**src/dleetx_pkg.sv**
```systemverilog
// Shared types and constants for the DLE/ETX frame deframer.
// No dependencies; used by dleetx_parse and dle_etx_packet_deframer.
package dleetx_pkg;

    localparam int MAX_FRAME_BYTES = 256;
    localparam int CNT_W           = $clog2(MAX_FRAME_BYTES + 1);
    localparam int POS_W           = 9;
    localparam int CFG_IDX_W       = 2;
    localparam int CFG_DATA_W      = 8;

    localparam logic [CFG_IDX_W-1:0] CFG_STAMP_ON_START = 2'd0;
    localparam logic [CFG_IDX_W-1:0] CFG_ESCAPE_BYTE    = 2'd1;
    localparam logic [CFG_IDX_W-1:0] CFG_END_BYTE       = 2'd2;

    localparam logic [7:0] RST_ESCAPE_BYTE = 8'd16;
    localparam logic [7:0] RST_END_BYTE    = 8'd3;

    typedef enum logic [2:0] {
        PH_IDLE      = 3'd0,
        PH_WAIT_ID   = 3'd1,
        PH_DATA      = 3'd2,
        PH_AFTER_ESC = 3'd3,
        PH_COMPLETE  = 3'd4
    } phase_t;

    typedef enum logic [2:0] {
        K_NONE  = 3'd0,
        K_START = 3'd1,
        K_DATA  = 3'd2,
        K_END   = 3'd3,
        K_ABORT = 3'd4
    } kind_t;

    typedef struct packed {
        kind_t            kind;
        logic [7:0]       value_byte;
        logic [POS_W-1:0] position;
        logic             take_stamp;
    } result_t;

    typedef struct packed {
        logic       stamp_on_start;
        logic [7:0] escape_byte;
        logic [7:0] end_byte;
    } cfg_t;

endpackage

```
**src/dle_etx_packet_deframer.sv**
```systemverilog
// DLE/ETX byte-stuffing deframer, top level.
// Each result is registered; one byte per cycle sustained while out_stall is low.
// The parse state updates at acceptance, so each byte depends only on the combinational parser.
// An output register plus a skid stage keep input open while one result waits.
// Reset (rst_n, async, active low): phase idle, count zero, registers at defaults, no results.
// Depends on dleetx_pkg and dleetx_parse.
module dle_etx_packet_deframer
(
    input  logic                              clk,
    input  logic                              rst_n,
    input  logic                              cfg_we,
    input  logic [dleetx_pkg::CFG_IDX_W-1:0]  cfg_index,
    input  logic [dleetx_pkg::CFG_DATA_W-1:0] cfg_data,
    input  logic                              in_valid,
    output logic                              in_stall,
    input  logic [7:0]                        rx_byte,
    output logic                              out_valid,
    input  logic                              out_stall,
    output logic [2:0]                        kind,
    output logic [7:0]                        value_byte,
    output logic [dleetx_pkg::POS_W-1:0]      position,
    output logic                              take_stamp
);

    dleetx_pkg::cfg_t                 cfg_reg;
    dleetx_pkg::phase_t               phase_reg;
    dleetx_pkg::phase_t               phase_next;
    logic [dleetx_pkg::CNT_W-1:0]     count_reg;
    logic [dleetx_pkg::CNT_W-1:0]     count_next;
    dleetx_pkg::result_t              result;
    dleetx_pkg::result_t              out_reg;
    dleetx_pkg::result_t              skid_reg;
    logic                             out_valid_reg;
    logic                             skid_valid_reg;
    logic                             accept;
    logic                             pop;

    assign in_stall = skid_valid_reg;
    assign accept   = in_valid && !skid_valid_reg;
    assign pop      = out_valid_reg && !out_stall;

    always_ff @(posedge clk or negedge rst_n)
    begin
        if (!rst_n)
        begin
            cfg_reg.stamp_on_start <= 1'b0;
            cfg_reg.escape_byte    <= dleetx_pkg::RST_ESCAPE_BYTE;
            cfg_reg.end_byte       <= dleetx_pkg::RST_END_BYTE;
        end
        else if (cfg_we)
        begin
            unique case (cfg_index)
                dleetx_pkg::CFG_STAMP_ON_START: cfg_reg.stamp_on_start <= cfg_data[0];
                dleetx_pkg::CFG_ESCAPE_BYTE:    cfg_reg.escape_byte    <= cfg_data[7:0];
                dleetx_pkg::CFG_END_BYTE:       cfg_reg.end_byte       <= cfg_data[7:0];
                default:                        ;
            endcase
        end
    end

    dleetx_parse u_parse
    (
        .cfg        (cfg_reg),
        .phase      (phase_reg),
        .count      (count_reg),
        .rx_byte    (rx_byte),
        .phase_next (phase_next),
        .count_next (count_next),
        .result     (result)
    );

    always_ff @(posedge clk or negedge rst_n)
    begin
        if (!rst_n)
        begin
            phase_reg <= dleetx_pkg::PH_IDLE;
            count_reg <= '0;
        end
        else if (accept)
        begin
            phase_reg <= phase_next;
            count_reg <= count_next;
        end
    end

    // output register with one skid entry behind it
    always_ff @(posedge clk or negedge rst_n)
    begin
        if (!rst_n)
        begin
            out_valid_reg  <= 1'b0;
            skid_valid_reg <= 1'b0;
        end
        else if (!out_valid_reg || pop)
        begin
            if (skid_valid_reg)
            begin
                out_valid_reg  <= 1'b1;
                skid_valid_reg <= 1'b0;
            end
            else
            begin
                out_valid_reg <= accept;
            end
        end
        else if (accept)
        begin
            skid_valid_reg <= 1'b1;
        end
    end

    always_ff @(posedge clk)
    begin
        if (!out_valid_reg || pop)
        begin
            if (skid_valid_reg)
                out_reg <= skid_reg;
            else if (accept)
                out_reg <= result;
        end
        else if (accept)
        begin
            skid_reg <= result;
        end
    end

    assign out_valid  = out_valid_reg;
    assign kind       = out_reg.kind;
    assign value_byte = out_reg.value_byte;
    assign position   = out_reg.position;
    assign take_stamp = out_reg.take_stamp;

`ifndef SYNTHESIS
    a_skid_behind_out: assert property (@(posedge clk) disable iff (!rst_n)
        skid_valid_reg |-> out_valid_reg)
        else $error("skid entry held without an output entry");

    a_wait_count_zero: assert property (@(posedge clk) disable iff (!rst_n)
        (phase_reg == dleetx_pkg::PH_WAIT_ID || phase_reg == dleetx_pkg::PH_IDLE) |->
        count_reg == '0)
        else $error("byte count not cleared outside a frame");

    a_count_bound: assert property (@(posedge clk) disable iff (!rst_n)
        count_reg <= dleetx_pkg::CNT_W'(dleetx_pkg::MAX_FRAME_BYTES))
        else $error("byte count beyond frame limit");

    a_stall_holds_out: assert property (@(posedge clk) disable iff (!rst_n)
        (out_valid_reg && out_stall) |=> (out_valid_reg && $stable(out_reg)))
        else $error("stalled result changed");
`endif

endmodule

```
**src/dleetx_parse.sv**
```systemverilog
// Combinational byte parser: next phase, next byte count and the result for one byte.
// Depends on dleetx_pkg.
module dleetx_parse
(
    input  dleetx_pkg::cfg_t                 cfg,
    input  dleetx_pkg::phase_t               phase,
    input  logic [dleetx_pkg::CNT_W-1:0]     count,
    input  logic [7:0]                       rx_byte,
    output dleetx_pkg::phase_t               phase_next,
    output logic [dleetx_pkg::CNT_W-1:0]     count_next,
    output dleetx_pkg::result_t              result
);

    logic is_esc;
    logic is_end;
    logic full;
    logic enter_wait;
    logic store;

    assign is_esc = (rx_byte == cfg.escape_byte);
    assign is_end = (rx_byte == cfg.end_byte);
    assign full   = (count >= dleetx_pkg::CNT_W'(dleetx_pkg::MAX_FRAME_BYTES));

    always_comb
    begin
        phase_next = phase;
        count_next = count;
        result     = '{kind: dleetx_pkg::K_NONE, value_byte: 8'd0,
                       position: '0, take_stamp: 1'b0};
        enter_wait = 1'b0;
        store      = 1'b0;

        unique case (phase)
            dleetx_pkg::PH_WAIT_ID:
            begin
                count_next = '0;
                if (rx_byte == 8'd0 || is_esc || is_end)
                begin
                    phase_next = dleetx_pkg::PH_IDLE;
                end
                else
                begin
                    phase_next        = dleetx_pkg::PH_DATA;
                    result.kind       = dleetx_pkg::K_START;
                    result.value_byte = rx_byte;
                end
            end
            dleetx_pkg::PH_DATA:
            begin
                if (is_esc)
                    phase_next = dleetx_pkg::PH_AFTER_ESC;
                else
                    store = 1'b1;
            end
            dleetx_pkg::PH_AFTER_ESC:
            begin
                // escape checked first: when ESC equals ETX no END result is produced
                if (is_esc)
                begin
                    store = 1'b1;
                end
                else if (is_end)
                begin
                    phase_next      = dleetx_pkg::PH_COMPLETE;
                    result.kind     = dleetx_pkg::K_END;
                    result.position = dleetx_pkg::POS_W'(count);
                end
                else
                begin
                    result.kind = dleetx_pkg::K_ABORT;
                    enter_wait  = 1'b1;
                end
            end
            default:
            begin
                if (is_esc)
                begin
                    enter_wait = 1'b1;
                end
                else
                begin
                    phase_next = dleetx_pkg::PH_IDLE;
                    count_next = '0;
                end
            end
        endcase

        if (store)
        begin
            if (full)
            begin
                phase_next  = dleetx_pkg::PH_IDLE;
                count_next  = '0;
                result.kind = dleetx_pkg::K_ABORT;
            end
            else
            begin
                phase_next        = dleetx_pkg::PH_DATA;
                count_next        = count + 1'b1;
                result.kind       = dleetx_pkg::K_DATA;
                result.value_byte = rx_byte;
                result.position   = dleetx_pkg::POS_W'(count);
            end
        end

        if (enter_wait)
        begin
            phase_next        = dleetx_pkg::PH_WAIT_ID;
            count_next        = '0;
            result.take_stamp = cfg.stamp_on_start;
        end
    end

endmodule
```
**config.mk**
```make
export PLATFORM = sky130hd
export DESIGN_NAME = dle_etx_packet_deframer
export DESIGN_NICKNAME = d
export VERILOG_FILES = /design/src/dleetx_pkg.sv /design/src/dle_etx_packet_deframer.sv /design/src/dleetx_parse.sv
export SDC_FILE = /design/constraint.sdc
export NUM_CORES = 1
export LEC_CHECK = 0
export BUFFER_PORTS_ARGS = -buffer_cell sky130_fd_sc_hd__buf_2
export CORE_ASPECT_RATIO = 0.9
export CORE_MARGIN = 5
export CORE_UTILIZATION = 62
export CTS_CLUSTER_DIAMETER = 80
export DETAILED_ROUTE_END_ITERATION = 10
export GPL_TIMING_DRIVEN = 0
export PLACE_DENSITY = 0.85
export SLEW_MARGIN = 20
export SYNTH_ARGS = -nofsm -noshare
export SYNTH_HDL_FRONTEND = slang
export SYNTH_SLANG_ARGS = --single-unit
```
**constraint.sdc**
```tcl
create_clock -name clk -period 3.8 [get_ports clk]
set_input_delay 0.19 -clock clk [delete_from_list [all_inputs] [get_ports clk]]
set_output_delay 0.19 -clock clk [all_outputs]
set_load 0.02 [all_outputs]
```
==> summary.md <==
| Metric | Value |
|---|---|
| Clk_skew | `0.01168 ns` |
| Period utilization | `0.6137` |
| Port Buffer Count | `45` |
| Register area share after synthesis | `0.5815` |
| Max-cap viol count | `0` |
| R2R cell count | `6` |
| Nature of the critical path startpoint | `register` |
| GRT Total Usage | `0.2208` |
| Worst path top cell family by delay | `simple AND/OR/NAND/NOR gates` |
| Vias in the first global route | `2433` |
| Root Buffer | `clkbuf_8` |
| Largest net degree at the start of global routing | `32` |
| Status | `finished clean` |
| Global-route wire length before repair | `11970 µm` |
| Vias per cell | `6.075` |
| Post-synthesis cell count | `291` |
| Worst setup EP type | `register` |
| FF+latch count, synth | `73` |
| RSZ-0062 raised after global routing | `false` |
| # nets final | `375` |
| Post-Syn Area | `0.003510 mm²` |
| Crit path max-delay cell type | `a32oi_2` |
| Largest stage delay, worst path | `0.45 ns` |
| Leakage Power | `0.001598 µW` |
| Post-synth EDFFs | `42` |
| Area of the core | `0.005595 mm²` |
| Post-synth top area share | `0.3594` |
| Max frequency | `428.8 MHz` |
| GPL Wtd Cong | `0.8789` |
| # IOs | `46` |
| Via count | `2582` |
| Clock Path Buffers | `2` |
| Crit path DAT | `2.43 ns` |
| CP Max Fanout | `10` |
| Post-synth top area cell | `edfxtp_1` |
| Largest register FFs | `21` |
| Syn avg cell area | `12.06 µm²` |
| CTS buffer count | `9` |
| Crit path buffers/inverters | `1` |
| Fill cells | `398` |
| Global route overflow | `0` |
| Layout cells sized above 1 | `0.3127` |
| Crit Path Category | `register to register` |
| Drt pass-1 iters | `5` |
| Remaining DRCs | `0` |
| Count of final hold-check violations | `0` |
| Final Critical Period | `2.332 ns` |
| DIE HEIGHT | `81.38 µm` |
| Die area | `0.007267 mm²` |
| Most common cell in the netlist | `edfxtp_1` |
| Main synth FF type | `edfxtp_1` |
| YS warnings | `0` |
| Final setup TNS | `0 ns` |
| Clock-pin slew on the worst setup and hold paths | `0.08 ns` |
| Setup Fix Bufs, Post-CTS | `0` |
| Post-route cell area | `0.004038 mm²` |
| Reg-to-reg slack, setup | `1.47 ns` |
| Drt wl/cell | `17.52 µm` |
| Worst slew margin relative to its limit | `0.3907` |
| Area growth, synth to finish | `15.04%` |
| Antenna Cells | `0` |
| Post-CTS sizing | `0` |
| Worst path required time | `3.90 ns` |
| VDD IR-drop max | `0.3661 mV` |
| Initial Utilization | `0.6272` |
| Synth top area cells | `edfxtp_1 (36%), dfrtp_1 (20%), mux2_2 (5.8%), nand2_1 (4.2%), dfstp_2 (2.2%)` |
| CTS tree | `done` |
| H-Tree Depth | `3` |
| Reg-to-reg startpoint | `cfg_reg[13]` |
| Net count after synthesis | `316` |
| Placed Area | `0.003855 mm²` |
| Row count | `26` |
| Critical Path End | `value_byte[0]` |
| R2r endpoint | `value_byte[0]` |
| Crit path from | `cfg_reg[13]` |
| Worst-margin pin slew | `0.9070 ns` |
| Final setup fails | `0` |
| Yosys cell types | `52` |
| Initial drt markers | `202` |
| PD cells | `601.7 mW/mm²` |
| Critical Path, Cell by Cell | `xor2_1, nor4_2, nand3_1, a32oi_2, buf_6, o21ai_2` |
| Hold_buf cts | `1` |
| Ys async rst share | `0.4247` |
| Initial antenna violation count | `0` |
| Synth cell count leaders | `edfxtp_1 (42), nand2_1 (39), dfrtp_1 (28)` |
| Die Width | `89.31 µm` |
| Hold WC Path Type | `input pin to register` |
| Crit path depth | `6` |
| HPWL after DPL | `5431 µm` |
| Max-slew violation count | `0` |
| TritonCTS Sinks | `73` |
| Antenna-violating nets left | `0` |
| Routed Wire Length | `7444 µm` |
| Worst-Skew Late Latency | `0.35 ns` |
-- how the worst min path moves through the flow --
stage	start	end	slack, ns	cells after the start
floorplan	rst_n	cfg_reg[10]	-0.11	0
global placement	rst_n	count_reg[2]	0.27	1
detailed placement	rst_n	count_reg[2]	0.28	1
CTS	cfg_data[3]	cfg_reg[3]	0.07	2
global route	cfg_data[5]	cfg_reg[5]	0.08	2
finish	cfg_data[5]	cfg_reg[5]	0.08	2
-- worst register-to-register path, delay by kind of cell (launching register included) --
family	cells	cell delay, ns
buffers and inverters	1	0.23
AO/OA/AOI/OAI	2	0.54
flip-flops	1	0.41
AND/OR/NAND/NOR	2	0.71
XOR/XNOR	1	0.19
-- per-stage QoR --
step           power [µW]    util  hold slack (ns)  setup slack [ns]  instances
3_3_place_gp         1847  0.6831           0.2651             1.152        406
2_1_floorplan        1686       -          -0.1056             1.390        291
3_5_place_dp         1903  0.6890           0.2795             1.543        408
4_1_cts              2427  0.7216          0.07179             1.492        425
5_1_grt              2554  0.7216          0.07775             1.342        425
6_report             2429  0.7216          0.07949             1.468        425
-- final cells by class --
class / count / area, µm² / area share
sequential: 73 / 2041 / 0.5054
multi-input combinational: 197 / 1386 / 0.3434
timing repair buffer: 48 / 261.5 / 0.06477
clock buffer: 10 / 127.6 / 0.03161
tap: 70 / 87.58 / 0.02169
buffer: 10 / 47.55 / 0.01178
clock inverter: 6 / 45.04 / 0.01116
inverter: 11 / 41.29 / 0.01023
-- power breakdown --
group	switching (µW)	leakage, µW	internal (µW)	total, µW
clock	294	0.0000785	238	531
sequential	88.6	0.000759	1050	1140
combinational	468	0.000760	293	761
total	850	0.00160	1580	2430
-- logic make-up (layout without fill, tap and decap cells) --
group | count (synthesis) | count (layout) | share of synthesized area
AO/OA/AOI/OAI | 55 | 55 | 0.1276
XOR/XNOR | 16 | 16 | 0.03993
adder cells (fa/ha/maj) | 2 | 2 | 0.007129
buffers and inverters | 21 | 85 | 0.02531
flip-flops | 73 | 73 | 0.5815
multiplexers | 20 | 20 | 0.06346
AND/OR/NAND/NOR | 104 | 104 | 0.1551
-- metal layers --
layer,routed length (µm),vias to the layer above,track usage
li1,-,1202,-
met3,643,17,0.04970
met1,3124,1215,0.3042
met5,0,-,0
met4,133,0,0.07887
met2,3542,148,0.3446
-- cells in the final DEF, fill, tap and decap left out, types with 7 or more instances in the layout --
cell type and count:
buf_2 47, edfxtp_1 42, nand2_1 39, dfrtp_1 28
mux2_2 18, nor2_1 14, a21oi_1 13, inv_1 11
nand4_1 11, clkbuf_8 9, xnor2_1 8, xor2_1 8
o21ai_2 8, o41ai_1 8, clkbuf_1 7
Note: power is estimated with default switching activity, not from simulation.
